$ cat src/rcz_pkg.sv
// Shared types, constants and helpers for the RGB 3x3 zero-pad convolution block.
`timescale 1ns / 1ps

package rcz_pkg;

  // Frame limits
  localparam int MAX_WIDTH      = 1024;
  localparam int MAX_HEIGHT     = 4096;
  localparam int COEF_FRAC_BITS = 8;

  // Field widths
  localparam int COL_W    = 10;
  localparam int ROW_W    = 12;
  localparam int FW_W     = 11;
  localparam int FH_W     = 13;
  localparam int PEND_W   = 11;
  localparam int FLUSH_W  = 12;
  localparam int CHAN_W   = 8;
  localparam int PIX_W    = 3 * CHAN_W;
  localparam int COEF_W   = 16;
  localparam int KROW_W   = 3 * COEF_W;
  localparam int MEM_AW   = $clog2(MAX_WIDTH);

  // Arithmetic widths: unsigned 8 bit pixel (9 bit signed) times 16 bit coefficient
  localparam int PROD_W   = CHAN_W + 1 + COEF_W;
  localparam int ROWSUM_W = PROD_W + 2;
  localparam int SUM_W    = ROWSUM_W + 2;
  localparam int CHAN_MAX = (1 << CHAN_W) - 1;

  // Output queue
  localparam int FIFO_DEPTH = 8;
  localparam int FIFO_AW    = $clog2(FIFO_DEPTH);

  // Request codes
  localparam logic REQ_PIXEL = 1'b0;
  localparam logic REQ_FLUSH = 1'b1;

  // Configuration register indexes (byte address = 8 * index)
  localparam int APB_AW = 6;
  localparam logic [2:0] REG_FRAME_WIDTH   = 3'd0;
  localparam logic [2:0] REG_FRAME_HEIGHT  = 3'd1;
  localparam logic [2:0] REG_KERNEL_TOP    = 3'd2;
  localparam logic [2:0] REG_KERNEL_MID    = 3'd3;
  localparam logic [2:0] REG_KERNEL_BOTTOM = 3'd4;

  // Reset values: identity kernel
  localparam logic [FW_W-1:0]   FRAME_WIDTH_RST  = FW_W'(1024);
  localparam logic [FH_W-1:0]   FRAME_HEIGHT_RST = FH_W'(1024);
  localparam logic [KROW_W-1:0] KERNEL_TOP_RST   = '0;
  localparam logic [KROW_W-1:0] KERNEL_MID_RST   = KROW_W'(48'h0000_0100_0000);
  localparam logic [KROW_W-1:0] KERNEL_BOT_RST   = '0;

  typedef logic [PIX_W-1:0] pixel_t;           // r 7:0, g 15:8, b 23:16
  typedef logic [8:0][PIX_W-1:0] window_t;     // row*3 + col, col 0 oldest
  typedef logic [2:0][KROW_W-1:0] kernel_t;    // row 0 is top

  typedef struct packed {
    logic [COL_W-1:0] col;
    logic [ROW_W-1:0] row;
    logic             last;
    logic             top_ok;
    logic             bot_ok;
    logic             left_ok;
    logic             right_ok;
  } meta_t;

  typedef struct packed {
    logic [CHAN_W-1:0] r;
    logic [CHAN_W-1:0] g;
    logic [CHAN_W-1:0] b;
    logic [COL_W-1:0]  col;
    logic [ROW_W-1:0]  row;
    logic              last;
  } result_t;

endpackage

$ cat src/rcz_fifo.sv
// Small output queue that holds finished results until the consumer takes them.
`timescale 1ns / 1ps

module rcz_fifo (
  input  logic                      clk,
  input  logic                      rst,
  input  logic                      push,
  input  rcz_pkg::result_t          din,
  input  logic                      pop_ready,
  output logic                      valid,
  output rcz_pkg::result_t          dout,
  output logic [rcz_pkg::FIFO_AW:0] count
);

  rcz_pkg::result_t             mem [rcz_pkg::FIFO_DEPTH];
  logic [rcz_pkg::FIFO_AW-1:0]  wr_ptr, rd_ptr;
  logic                         pop;

  assign valid = (count != '0);
  assign pop   = valid && pop_ready;
  assign dout  = mem[rd_ptr];

  always_ff @(posedge clk) begin
    if (push) begin
      mem[wr_ptr] <= din;
    end
  end

  always_ff @(posedge clk) begin
    if (rst) begin
      wr_ptr <= '0;
      rd_ptr <= '0;
      count  <= '0;
    end else begin
      if (push) begin
        wr_ptr <= wr_ptr + 1'b1;
      end
      if (pop) begin
        rd_ptr <= rd_ptr + 1'b1;
      end
      if (push && !pop) begin
        count <= count + 1'b1;
      end else if (pop && !push) begin
        count <= count - 1'b1;
      end
    end
  end

endmodule

$ cat config.mk
export PLATFORM = sky130hd
export DESIGN_NAME = rcz_fifo
export DESIGN_NICKNAME = d
export VERILOG_FILES = /design/src/rcz_pkg.sv /design/src/rcz_fifo.sv
export SDC_FILE = /design/constraint.sdc
export NUM_CORES = 1
export LEC_CHECK = 0
export ABC_AREA = 1
export BUFFER_PORTS_ARGS = -buffer_cell sky130_fd_sc_hd__buf_2
export CORE_MARGIN = 3
export CORE_UTILIZATION = 45
export DETAILED_ROUTE_END_ITERATION = 10
export PLACE_DENSITY = 0.63
export SLEW_MARGIN = 20
export SYNTH_ARGS = -nofsm -noshare
export SYNTH_HDL_FRONTEND = slang
export SYNTH_SLANG_ARGS = --single-unit
$ cat constraint.sdc
create_clock -name clk -period 4.3 [get_ports clk]
set_input_delay 0.215 -clock clk [delete_from_list [all_inputs] [get_ports clk]]
set_output_delay 0.215 -clock clk [all_outputs]
set_load 0.01 [all_outputs]
==> results.rst, run 1 <==
.. list-table::
   :header-rows: 1

   * - Metric
     - Value
   * - Share of the core filled with cells
     - 0.541
   * - Drt initial violations
     - 566
   * - Final setup violation count
     - 0
   * - Routed Wire Length
     - roughly 34 mm
   * - Maximum number of pins on one net before global-route repair
     - 84
   * - Layout-stage area growth over the synthesis result
     - 17.6%
   * - Number of search-and-repair iterations in the first detailed-routing pass
     - 5
   * - Number of slew-limit violations in the final report
     - 0
   * - TritonCTS clock tree
     - built
   * - Peak fanout along the critical path
     - between 40 and 50
   * - Share of the synthesized area in the top cell type
     - 0.725
   * - # rows
     - 67
   * - Worst-skew pair later-pin latency
     - about 540 ps
   * - Fmax
     - 297 MHz
   * - Time the worst path needs with I/O delays and setup
     - 3360 ps
   * - Slowest cell on the critical path
     - clkinv_2
   * - Area of the core
     - 33,900 um^2
   * - Post-CTS repair timing setup buffer count
     - 0
   * - Gr ovfl total
     - 0
   * - Number of buffers created by CTS
     - 40
   * - Initial cell density of the core
     - 0.460
   * - Synthesized cell area
     - 15,600 um^2
   * - Largest area contributor in the netlist
     - edfxtp_1
   * - Number of flops mapped to enable cells by yosys
     - 376
   * - Average cell area after synthesis
     - 11.6 um^2
   * - Setup repair after global routing missed its margin
     - no
   * - Antenna violations before repair
     - 2
   * - Leading cell type by number of instances after synthesis
     - nor2_1
   * - CP dominant cell by count
     - nand2_1
   * - Clock transition at the register clock pins on the worst setup and hold paths after CTS
     - ~60 ps
   * - Via density per instance
     - 5.12
   * - Post-Synthesis Cells
     - between 1,000 and 1,500
   * - Setup TNS
     - 0 ps
   * - Number of inserted diodes
     - 0
   * - Worst IR Drop VDD
     - about 0.00036 V
   * - # hold bufs at CTS
     - 50
   * - Drt drc
     - 0
   * - Arrival time of data at the critical path endpoint
     - 3150 ps
   * - Final worst clock skew
     - 11.7 ps
   * - Clock tree root buffer cell
     - clkbuf_16
   * - Max-Cap Viols
     - 0
   * - Routed wire per std cell
     - 17.6 um
   * - Final Wtd Congestion
     - 0.746
   * - Proportion of synthesized flip-flops having asynchronous set or reset
     - 0
   * - Power density of the placed cells
     - 546 nW/um^2
   * - Layout cells sized above 1
     - 0.129
   * - Number of nets produced by synthesis
     - ~1,400
   * - Crit. End Element
     - primary output
   * - Die height
     - 192 um
   * - Post-CTS Resized
     - 0
   * - CP startpoint kind
     - flip-flop
   * - Seq cells post-synth
     - 389
   * - Type of the worst min-delay path
     - in -> reg
   * - Vias post-DR
     - 10,000
   * - Slew at the pin closest to its max-slew limit
     - 1000 ps
   * - Full die area
     - 36,900 um^2
   * - Number of global-route vias before repair
     - 9,929
   * - Ranking of synthesized cells by instance count
     - 392 x nor2_1, 376 x edfxtp_1, 254 x nand2_1
   * - Final HPWL from detailed placement
     - 18.4 mm
   * - Worst endpoint required time
     - 4090 ps
   * - Count of yosys warnings during synthesis
     - 0
   * - Net count reported at finish
     - between 1,500 and 2,000
   * - Sinks on Clock Net
     - 389
   * - Category of the critical setup timing path
     - reg -> out
   * - Number of primary I/O pins
     - 103
   * - Largest stage delay, worst path
     - between 700 and 800 ps
   * - Primary FF master, synth
     - edfxtp_1
   * - Width of the die
     - about 190 um
   * - Share of synthesized area occupied by flip-flops and latches
     - 0.741
   * - Static leakage
     - 6.78 nW
   * - Final critical-path share of the clock period
     - 0.782
   * - H-tree depth reported by CTS
     - 2
   * - Area contributors post-synth
     - edfxtp_1 72%, nor2_1 9.4%, nand2_1 6.1%
   * - Worst rel slew slack
     - 0.329
   * - Final count of hold timing violations
     - 0
   * - Worst-path cell chain
     - clkinv_2, buf_4, nor2_1, o21ai_0, nand2_1, nand2_1, nand2_1, buf_2
   * - Input/output buffers
     - between 100 and 150
   * - First-pass GRT wire length
     - 54.5 mm
   * - Number of buffers between clock root and the deepest sink
     - 3
   * - Outcome
     - completed
   * - Total global routing track utilization
     - 0.188
   * - Number of nets still failing antenna checks after routing
     - 0
   * - Number of distinct library cells after synthesis
     - 20
-- cells by family (layout without fill, tap and decap cells) --
kind of cell	Yosys count	after routing	share of synthesized area
fa+ha+maj	6	6	0.00530
flops	389	389	0.741
buf+inv	86	258	0.0292
xor+xnor	2	2	0.00112
compound gates	201	201	0.0646
simple gates	654	654	0.158
-- power breakdown --
| group | internal, mW | switching, mW |
|---|---|---|
| registers | 4.27 | 0.123 |
| logic | 0.693 | 1.36 |
| clock network | 2.13 | 1.44 |
-- state kept, by name, indices dropped and copies added, names as in the netlist, named ones only --
name	flops
wr_ptr	3
mem	376
rd_ptr	3
count	4
-- metrics by stage --
stage | setup WS [ps] | instances | hold WS, ps | area [um^2] | power, mW
after floorplan | 1220 | 1338 | 284 | 15600 | 5.89
after global placement | 1410 | 1834 | 475 | 16500 | 6.49
after detailed placement | 1410 | 1834 | 476 | 16500 | 6.52
after CTS | 842 | 1958 | 459 | 18300 | 10.1
after global routing | 649 | 1958 | 498 | 18300 | 10.5
final | 938 | 1958 | 473 | 18300 | 10.0
-- placed cells by master (no fill, tap or decap), drive strengths merged --
| master | n |
|---|---|
| nor2 | 392 |
| edfxtp | 376 |
| nand2 | 254 |
| o21ai | 193 |
| buf | 120 |
| clkbuf | 51 |
| dlygate4sd3 | 50 |
| inv | 15 |
| clkinv | 14 |
| dfxtp | 13 |
| a21oi | 8 |
| nand3 | 6 |
| bufinv | 6 |
| ha | 5 |
| or2 | 2 |
| xor2 | 2 |
| clkinvlp | 2 |
| fa | 1 |
-- worst max-delay path: cells and delay by family (launching register included) --
family	cells	cell delay, ps
flops	1	640
simple gates	4	430
buf+inv	3	1420
compound gates	1	80
-- layer usage --
metal | vias to the layer above | global-route usage | part of all wire
met5 | - | 0 | 0.00061
met4 | 4 | 0.0502 | 0.019
met3 | 62 | 0.0323 | 0.050
met2 | 244 | 0.316 | 0.48
met1 | 4861 | 0.256 | 0.45
li1 | 4855 | - | -
-- path summary, 6_finish.rpt --
path	from	to	slack (ps)	cells after the start
min	rst	wr_ptr[0]	470	3
max reg2reg	wr_ptr[0]	mem[2][31]	1890	3
max	flip-flop	dout[33]	940	8
min reg2reg	rd_ptr[2]	flip-flop	490	2
-- area by class of cell --
| cell class | instances | area (um^2) |
|---|---|---|
| clock buffer | 51 | 1060 |
| clock inverter | 23 | 293 |
| fill | 2838 | 15600 |
| inverter | 14 | 58.8 |
| multi-input combinational | 863 | 3630 |
| sequential | 389 | 11600 |
| tap | 448 | 561 |
| timing repair buffer | 170 | 1150 |
(Power assumes the default switching activity.)
==> inputs of run 2 (changes only) <==
--- a/config.mk
+++ b/config.mk
@@ -5,12 +5,12 @@
 export SDC_FILE = /design/constraint.sdc
 export NUM_CORES = 1
 export LEC_CHECK = 0
-export ABC_AREA = 1
+export ABC_AREA = 0
 export BUFFER_PORTS_ARGS = -buffer_cell sky130_fd_sc_hd__buf_2
 export CORE_MARGIN = 3
 export CORE_UTILIZATION = 45
 export DETAILED_ROUTE_END_ITERATION = 10
-export PLACE_DENSITY = 0.63
+export PLACE_DENSITY = 0.66
 export SLEW_MARGIN = 20
 export SYNTH_ARGS = -nofsm -noshare
 export SYNTH_HDL_FRONTEND = slang
==> constraint.sdc (replaced) <==
create_clock -name clk -period 2.9 [get_ports clk]
set_input_delay 0.145 -clock clk [delete_from_list [all_inputs] [get_ports clk]]
set_output_delay 0.145 -clock clk [all_outputs]
set_load 0.01 [all_outputs]
==> run 2 against run 1 <==
  * Area after synthesis decreased by 5.6%
  * Sequential share of layout area grew 2.1 points
  * Wire length decreased by 18%
  * Critical path depth is 1 higher
  * Clock skew increased by 3.2 ps
  * Highest routed layer unchanged
==> results.rst, run 2 <==
.. list-table::
   :header-rows: 1

   * - Metric
     - Value
   * - Number of buffers created by CTS
     - 40 (unchanged)
   * - Final Wtd Congestion
     - 0.741 (was 0.746)
   * - Area of the multi-input gates
     - 3060 um^2 (was 3630 um^2)
   * - Average cell area after synthesis
     - 24.0 um^2 (was 11.6 um^2)
   * - Slowest cell on the critical path
     - or4_4 (was clkinv_2)
   * - Initial cell density of the core
     - 0.461 (was 0.460)
   * - Final HPWL from detailed placement
     - 15.2 mm (was 18.4 mm)
   * - Hold slack final
     - 434 ps (was 473 ps)
   * - # rows
     - 65 (was 67)
   * - Setup TNS
     - 0 ps (unchanged)
   * - Final setup violation count
     - 0 (unchanged)
   * - Largest stage delay, worst path
     - 570 ps (was 750 ps)
   * - Total global routing track utilization
     - 0.165 (was 0.188)
   * - Instance count after placement with tap cells included
     - 1,137 (was 1,834)
   * - Seq cells post-synth
     - 389 (unchanged)
   * - Crit. End Element
     - flip-flop (was primary output)
   * - Fmax
     - 374 MHz
   * - Number of buffer and inverter stages on the critical path
     - 1 (was 3)
   * - Drt initial violations
     - 454 (was 566)
   * - Largest area contributor in the netlist
     - edfxtp_1 (unchanged)
   * - Post-Synthesis Cells
     - 612 (was 1,338)
   * - Number of nets produced by synthesis
     - 669 (was 1,395)
   * - Power, Total
     - 14.1 mW (was 10.0 mW)
   * - First-pass GRT wire length
     - 44.1 mm (was 54.5 mm)
   * - Maximum number of pins on one net before global-route repair
     - 48 (was 84)
   * - Max-Cap Viols
     - 0 (unchanged)
   * - Top delay family on crit path
     - simple AND/OR/NAND/NOR gates (was buffers and inverters)
   * - CP startpoint kind
     - flip-flop (unchanged)
   * - Max reg flops
     - 376 (unchanged)
   * - Arrival time of data at the critical path endpoint
     - 3080 ps (was 3150 ps)
   * - Filler Cells Inserted
     - 2,411 (was 2,838)
   * - Width of the die
     - 187 um (was 192 um)
   * - Largest registers
     - mem: 376 flops, count: 4 flops (unchanged)
   * - Worst-skew pair later-pin latency
     - 520 ps (was 540 ps)
   * - Input/output buffers
     - 102 (unchanged)
   * - Proportion of synthesized flip-flops having asynchronous set or reset
     - 0 (unchanged)
   * - Vias post-DR
     - 6,787 (was 10,000)
   * - Ranking of synthesized cells by instance count
     - 376 x edfxtp_1, 94 x mux4_2, 48 x mux2_2 (was 392 x nor2_1, 376 x edfxtp_1, 254 x nand2_1)
   * - Routed wire per std cell
     - 22.5 um (was 17.6 um)
   * - Count of yosys warnings during synthesis
     - 0 (unchanged)
   * - Area of the core
     - 31,900 um^2 (was 33,900 um^2)
   * - Drt drc
     - 0 (unchanged)
   * - Clock transition at the register clock pins on the worst setup and hold paths after CTS
     - 60 ps (about the same)
   * - Antenna violations before repair
     - 3 (was 2)
   * - Biggest register
     - mem (unchanged)
   * - Number of slew-limit violations in the final report
     - 0 (unchanged)
   * - Time the worst path needs with I/O delays and setup
     - 2670 ps
   * - Critical Path Source
     - count[0]
   * - Number of search-and-repair iterations in the first detailed-routing pass
     - 4 (was 5)
   * - Leading cell type by number of instances after synthesis
     - edfxtp_1 (was nor2_1)
   * - Routed Wire Length
     - 28.4 mm (was 34.4 mm)
   * - Number of nets still failing antenna checks after routing
     - 0 (unchanged)
   * - Register area
     - 11,600 um^2 (unchanged)
   * - Most common cell after layout, fill and taps aside
     - edfxtp_1 (was nor2_1)
   * - CP dominant cell by count
     - ha_1 (was nand2_1)
   * - Final Instance Count excl. Fillers
     - 1,262 (was 1,958)
   * - Worst-path cell chain
     - or4_4, nand2_2, ha_1, inv_1, ha_1, a21oi_1, a211oi_1, a31oi_1, mux2_2 (was clkinv_2, buf_4, nor2_1, o21ai_0, nand2_1, nand2_1, nand2_1, buf_2)
   * - TritonCTS clock tree
     - built (unchanged)
   * - Share of synthesized area occupied by flip-flops and latches
     - 0.785 (was 0.741)
   * - Worst IR Drop VDD
     - 0.000526 V (was 0.000363 V)
   * - Clock tree root buffer cell
     - clkbuf_16 (unchanged)
   * - Slew at the pin closest to its max-slew limit
     - 553 ps (was 1000 ps)
   * - Final count of hold timing violations
     - 0 (unchanged)
   * - Final critical-path share of the clock period
     - 0.921
   * - Post-CTS repair timing setup buffer count
     - 0 (unchanged)
   * - Static leakage
     - 5.69 nW (was 6.78 nW)
   * - Synthesized cell area
     - 14,700 um^2 (was 15,600 um^2)
   * - Worst rel slew slack
     - 0.632 (was 0.329)
   * - Number of buffers between clock root and the deepest sink
     - 3 (unchanged)
   * - Number of distinct library cells after synthesis
     - 24 (was 20)
   * - Share of the synthesized area in the top cell type
     - 0.768 (was 0.725)
   * - Layout cells sized above 1
     - 0.404 (was 0.129)
   * - Primary FF master, synth
     - edfxtp_1 (unchanged)
   * - Final worst clock skew
     - 14.9 ps (was 11.7 ps)
   * - Number of global-route vias before repair
     - 7,524 (was 9,929)
   * - Share of the core filled with cells
     - 0.556 (was 0.541)
   * - Startpoint of the worst-slack reg-to-reg timing path
     - count[0] (was wr_ptr[0])
   * - Area contributors post-synth
     - edfxtp_1 77%, mux4_2 14%, mux2_2 3.7% (was edfxtp_1 72%, nor2_1 9.4%, nand2_1 6.1%)
   * - Power density of the placed cells
     - 793 nW/um^2 (was 546 nW/um^2)
   * - Full die area
     - 34,900 um^2 (was 36,900 um^2)
   * - Category of the critical setup timing path
     - reg -> reg (was reg -> out)
   * - Layout-stage area growth over the synthesis result
     - 20.5% (was 17.6%)
   * - Setup repair after global routing missed its margin
     - no (unchanged)
   * - Worst endpoint required time
     - 3310 ps (was 4090 ps)
   * - Number of primary I/O pins
     - 103 (unchanged)
   * - Peak fanout along the critical path
     - 5 (was 45)
   * - H-tree depth reported by CTS
     - 2 (unchanged)
   * - Outcome
     - completed (unchanged)
   * - Sinks on Clock Net
     - 389 (unchanged)
   * - Gr ovfl total
     - 0 (unchanged)
   * - Net count reported at finish
     - 852 (was 1,535)
   * - Type of the worst min-delay path
     - in -> reg (unchanged)
   * - Die height
     - 187 um (was 192 um)
   * - Number of flops mapped to enable cells by yosys
     - 376 (unchanged)
   * - Worst hold start
     - din[9] (was rst)
   * - Via density per instance
     - 5.38 (was 5.12)
   * - Commonest non-fill, non-tap cells in the layout
     - 376 x edfxtp_1, 102 x buf_2, 94 x mux4_2, 51 x dlygate4sd3_1, 48 x mux2_2 (was 384 x nor2_1, 376 x edfxtp_1, 254 x nand2_1, 125 x o21ai_1, 102 x buf_2)
[run 2: changes by cell type after synthesis, sizes merged, moves of 3 or more]
cell / before / now
inv: 14 / 1
clkbuf: 25 / 8
nand3: 6 / 3
buf: 47 / 20
a21oi: 8 / 4
mux4: 0 / 94
nor2: 392 / 17
mux2: 0 / 48
nand2b: 0 / 4
o21ai: 193 / 0
nand2: 254 / 5
[run 2: where the power goes]
| group | leakage [nW] | total (mW) | internal [mW] | switching [mW] |
|---|---|---|---|---|
| logic | 1.56 | 2.76 | 1.54 | 1.23 |
| clock network | 0.606 | 4.79 | 2.81 | 1.97 |
| registers | 3.52 | 6.51 | 6.33 | 0.184 |
[run 2: through the flow]
stage | cell area, um^2 | setup WS (ps)
2_1_floorplan | 14700 | -70.1
3_3_place_gp | 15900 | 343
3_5_place_dp | 15900 | 193
4_1_cts | 17700 | 137
5_1_grt | 17700 | 60.9
6_report | 17700 | 229
[run 2: kinds of logic (layout without fill, tap and decap cells)]
| group | count (synthesis) | after routing | share of synthesized area |
|---|---|---|---|
| AND/OR/NAND/NOR | 33 | 33 | 0.00995 |
| XOR/XNOR | 5 | 5 | 0.00298 |
| multiplexers | 144 | 144 | 0.182 |
| flip-flops | 389 | 389 | 0.785 |
| AO/OA/AOI/OAI | 6 | 6 | 0.00230 |
| buffers and inverters | 29 | 242 | 0.0118 |
| adder cells (fa/ha/maj) | 6 | 6 | 0.00561 |
| other | 0 | 2 | 0 |
[run 2: repair_timing]
action | 4_1_cts | 5_1_grt
endpoints found under the setup margin | 0 | 1
resized for setup | 0 | 2
hold buffers | 51 | 0
endpoints found under the hold margin | 388 | 0
[run 2: metal layers]
metal,track usage,vias to the layer above,share of wire
met2,0.286,163,0.52
li1,-,2957,-
met3,0.0355,44,0.051
met1,0.216,3621,0.42
met5,0,-,0.00025
met4,0.0393,2,0.017
[run 2: layout make-up]
class,count,area share
diodes,2,0.000282
clock buffers,52,0.0630
clock inverters,20,0.00819
inverters,1,0.000212
multi-input cells,194,0.173
flip-flops and latches,389,0.652
well taps,435,0.0307
repair buffers,169,0.0729
[run 2: worst paths after layout]
path / to / slack (ps) / cells past startpoint
max: count[3] / 230 / 9
min: mem[1][9] / 430 / 2
max reg2reg: count[3] / 230 / 9
min reg2reg: wr_ptr[0] / 530 / 2
[run 2: worst reg2reg max path, stage by stage (launching register included)]
cell and delay (ps):
dfxtp_1 370, or4_4 570, nand2_2 120, ha_1 190, inv_1 100, ha_1 330, a21oi_1 220, a211oi_1 120
a31oi_1 180, mux2_2 350
==> inputs of run 3 (changes only) <==
--- a/config.mk
+++ b/config.mk
@@ -11,6 +11,7 @@
 export CORE_UTILIZATION = 45
 export DETAILED_ROUTE_END_ITERATION = 10
 export PLACE_DENSITY = 0.66
+export SETUP_SLACK_MARGIN = 0.15
 export SLEW_MARGIN = 20
 export SYNTH_ARGS = -nofsm -noshare
 export SYNTH_HDL_FRONTEND = slang
==> constraint.sdc (replaced) <==
create_clock -name clk -period 2.9 [get_ports clk]
set_input_delay 0.58 -clock clk [delete_from_list [all_inputs] [get_ports clk]]
set_output_delay 0.58 -clock clk [all_outputs]
set_load 0.01 [all_outputs]
==> run 3 against run 2 <==
  * First-iteration DRC count is 8.4% higher
  * Utilization up 0.49 points
  * Clock power increased by 3%
  * Critical path type is now reg -> out
  * Die area unchanged
  * Via count decreased by 0.46%
  * Register-to-register slack better by 120 ps
  * Sequential share of layout area shrank 0.58 points
  * Hold slack got worse by 110 ps
  * Final area rose by 0.89%
  * Worst setup slack got worse by 140 ps
  * Final cell count decreased by 2.0%
  * Maximum frequency shrank 5.0%
==> results.rst, run 3 (synthesis gave the netlist of run 2 again) <==
.. list-table::
   :header-rows: 1

   * - Metric
     - Value
   * - Arrival time of data at the critical path endpoint
     - 2230 ps (was 3080 ps)
   * - Width of the die
     - 187 um (unchanged)
   * - Input/output buffers
     - 102 (unchanged)
   * - Static leakage
     - 5.84 nW (was 5.69 nW)
   * - Amount of wire on met2 after detailed routing
     - 14.9 mm (was 14.6 mm)
   * - Power, Total
     - 15.0 mW (was 14.1 mW)
   * - Number of search-and-repair iterations in the first detailed-routing pass
     - 5 (was 4)
   * - Number of primary I/O pins
     - 103 (unchanged)
   * - Via density per instance
     - 5.46 (was 5.38)
   * - Clock tree root buffer cell
     - clkbuf_16 (unchanged)
   * - Number of buffers created by CTS
     - 39 (was 40)
   * - Number of nets still failing antenna checks after routing
     - 0 (unchanged)
   * - Number of buffers between clock root and the deepest sink
     - 3 (unchanged)
   * - Total global routing track utilization
     - 0.172 (was 0.165)
   * - WL met3
     - 1.69 mm (was 1.44 mm)
   * - Filler Cells Inserted
     - 2,411 (unchanged)
   * - Gr ovfl total
     - 0 (unchanged)
   * - Time the worst path needs with I/O delays and setup
     - 2810 ps (was 2670 ps)
   * - Drt initial violations
     - 492 (was 454)
   * - Final worst setup slack
     - 88.5 ps (was 229 ps)
   * - Antenna violations before repair
     - 5 (was 3)
   * - Initial cell density of the core
     - 0.461 (unchanged)
   * - Clock transition at the register clock pins on the worst setup and hold paths after CTS
     - 60 ps (about the same)
   * - Most common cell after layout, fill and taps aside
     - edfxtp_1 (unchanged)
   * - Final Instance Count excl. Fillers
     - 1,237 (was 1,262)
   * - Final Wtd Congestion
     - 0.726 (was 0.741)
   * - Post-layout instance area
     - 17,900 um^2 (was 17,700 um^2)
   * - Drt drc
     - 0 (unchanged)
   * - Layout cells sized above 1
     - 0.444 (was 0.404)
   * - First-pass GRT wire length
     - 45.2 mm (was 44.1 mm)
   * - Largest registers
     - mem: 376 flops, count: 4 flops (unchanged)
   * - Worst-skew pair later-pin latency
     - 530 ps (was 520 ps)
   * - Vias post-DR
     - 6,756 (was 6,787)
   * - Max-Cap Viols
     - 0 (unchanged)
   * - Routed Wire Length
     - 29.9 mm (was 28.4 mm)
   * - Commonest non-fill, non-tap cells in the layout
     - 376 x edfxtp_1, 94 x mux4_2, 76 x buf_2, 41 x clkbuf_16, 29 x buf_6 (was 376 x edfxtp_1, 102 x buf_2, 94 x mux4_2, 51 x dlygate4sd3_1, 48 x mux2_2)
   * - Biggest register
     - mem (unchanged)
   * - Final count of hold timing violations
     - 0 (unchanged)
   * - Maximum number of pins on one net before global-route repair
     - 33 (was 48)
   * - Slew at the pin closest to its max-slew limit
     - 648 ps (was 553 ps)
   * - Final HPWL from detailed placement
     - 16.4 mm (was 15.2 mm)
   * - Top sig layer
     - met5 (unchanged)
   * - CP startpoint kind
     - flip-flop (unchanged)
   * - Final worst clock skew
     - 16.7 ps (was 14.9 ps)
   * - Number of slew-limit violations in the final report
     - 0 (unchanged)
   * - Final critical-path share of the clock period
     - 0.969 (was 0.921)
   * - Peak fanout along the critical path
     - 8 (was 5)
   * - Routed wire per std cell
     - 24.2 um (was 22.5 um)
   * - Instance count after placement with tap cells included
     - 1,149 (was 1,137)
   * - Area of the core
     - 31,900 um^2 (unchanged)
   * - TritonCTS clock tree
     - built (unchanged)
   * - Worst endpoint required time
     - 2320 ps (was 3310 ps)
   * - Share of the core filled with cells
     - 0.561 (was 0.556)
   * - Type of the worst min-delay path
     - in -> reg (unchanged)
   * - Setup repair after global routing missed its margin
     - yes (was no)
   * - Number of global-route vias before repair
     - 7,377 (was 7,524)
   * - Die height
     - 187 um (unchanged)
   * - Fmax
     - 356 MHz (was 374 MHz)
   * - Final setup violation count
     - 0 (unchanged)
   * - Crit. End Element
     - primary output (was flip-flop)
   * - Area post-placement
     - 16,000 um^2 (was 15,900 um^2)
   * - H-tree depth reported by CTS
     - 2 (unchanged)
   * - Sinks on Clock Net
     - 389 (unchanged)
   * - Wire length the detailed router placed on met1
     - 12.7 mm (was 11.8 mm)
   * - Worst slack at placement
     - 266 ps (was 193 ps)
   * - Max reg flops
     - 376 (unchanged)
   * - Full die area
     - 34,900 um^2 (unchanged)
   * - Net count reported at finish
     - 828 (was 852)
   * - Worst rel slew slack
     - 0.568 (was 0.632)
   * - # rows
     - 65 (unchanged)
   * - Power density of the placed cells
     - 841 nW/um^2 (was 793 nW/um^2)
   * - Category of the critical setup timing path
     - reg -> out (was reg -> reg)
   * - Layout-stage area growth over the synthesis result
     - 21.6% (was 20.5%)
   * - Worst IR Drop VDD
     - 0.000526 V (about the same)
   * - Outcome
     - completed (unchanged)
## run 3: cell count changes in the layout (fill, tap and decap cells not counted), sizes merged
cell | before | now
buf | 118 | 145
dlygate4sd3 | 51 | 0
bufinv | 1 | 5
inv | 3 | 2
clkinvlp | 5 | 0
clkinv | 12 | 15
clkbuf | 52 | 50
## run 3: path summary, 6_finish.rpt
path,from,cells past startpoint,end,slack [ps]
min,din[10],1,mem[0][10],320
min reg2reg,rd_ptr[1],2,flip-flop,480
max reg2reg,count[0],9,count[3],350
max,flip-flop,6,dout[33],90
## run 3: per-layer routing
metal	vias up	global-route usage
met5	-	0
met4	8	0.0425
met3	54	0.0376
met2	189	0.284
met1	3584	0.236
li1	2921	-
## run 3: critical path: stages, from the launching register on
cell and delay [ps]:
dfxtp_4 370, buf_12 150, buf_8 140, buf_16 150, mux4_2 500, mux2_4 280
buf_6 120
## run 3: area by class of cell
cell class                      instances  area [um^2]  area share
Timing Repair Buffer                  146         1340      0.0749
Inverter                                1         3.75    0.000210
Clock inverter                         21          235      0.0132
Clock buffer                           49         1030      0.0579
Tap cell                              435          544      0.0304
Sequential cell                       389        11600       0.646
Multi-Input combinational cell        194         3160       0.177
Antenna cell                            2         5.00    0.000280
## run 3: repair_timing
item,CTS,global route
buffers inserted,8,1
gates cloned,5,2
hold buffers,0,0
endpoints found under the setup margin,43,44
resized for setup,10,67
## run 3: through the flow
stage	setup TNS, ps	hold WS (ps)
5_1_grt	0	309
3_3_place_gp	0	468
4_1_cts	0	302
2_1_floorplan	-71630	454
3_5_place_dp	0	479
6_report	0	322
## run 3: power by group
group          switching [mW]  total, mW  internal [mW]
clock network            1.96       4.94           2.98
registers               0.105       6.44           6.33
logic                    1.52       3.67           2.15
total                    3.58       15.0           11.5
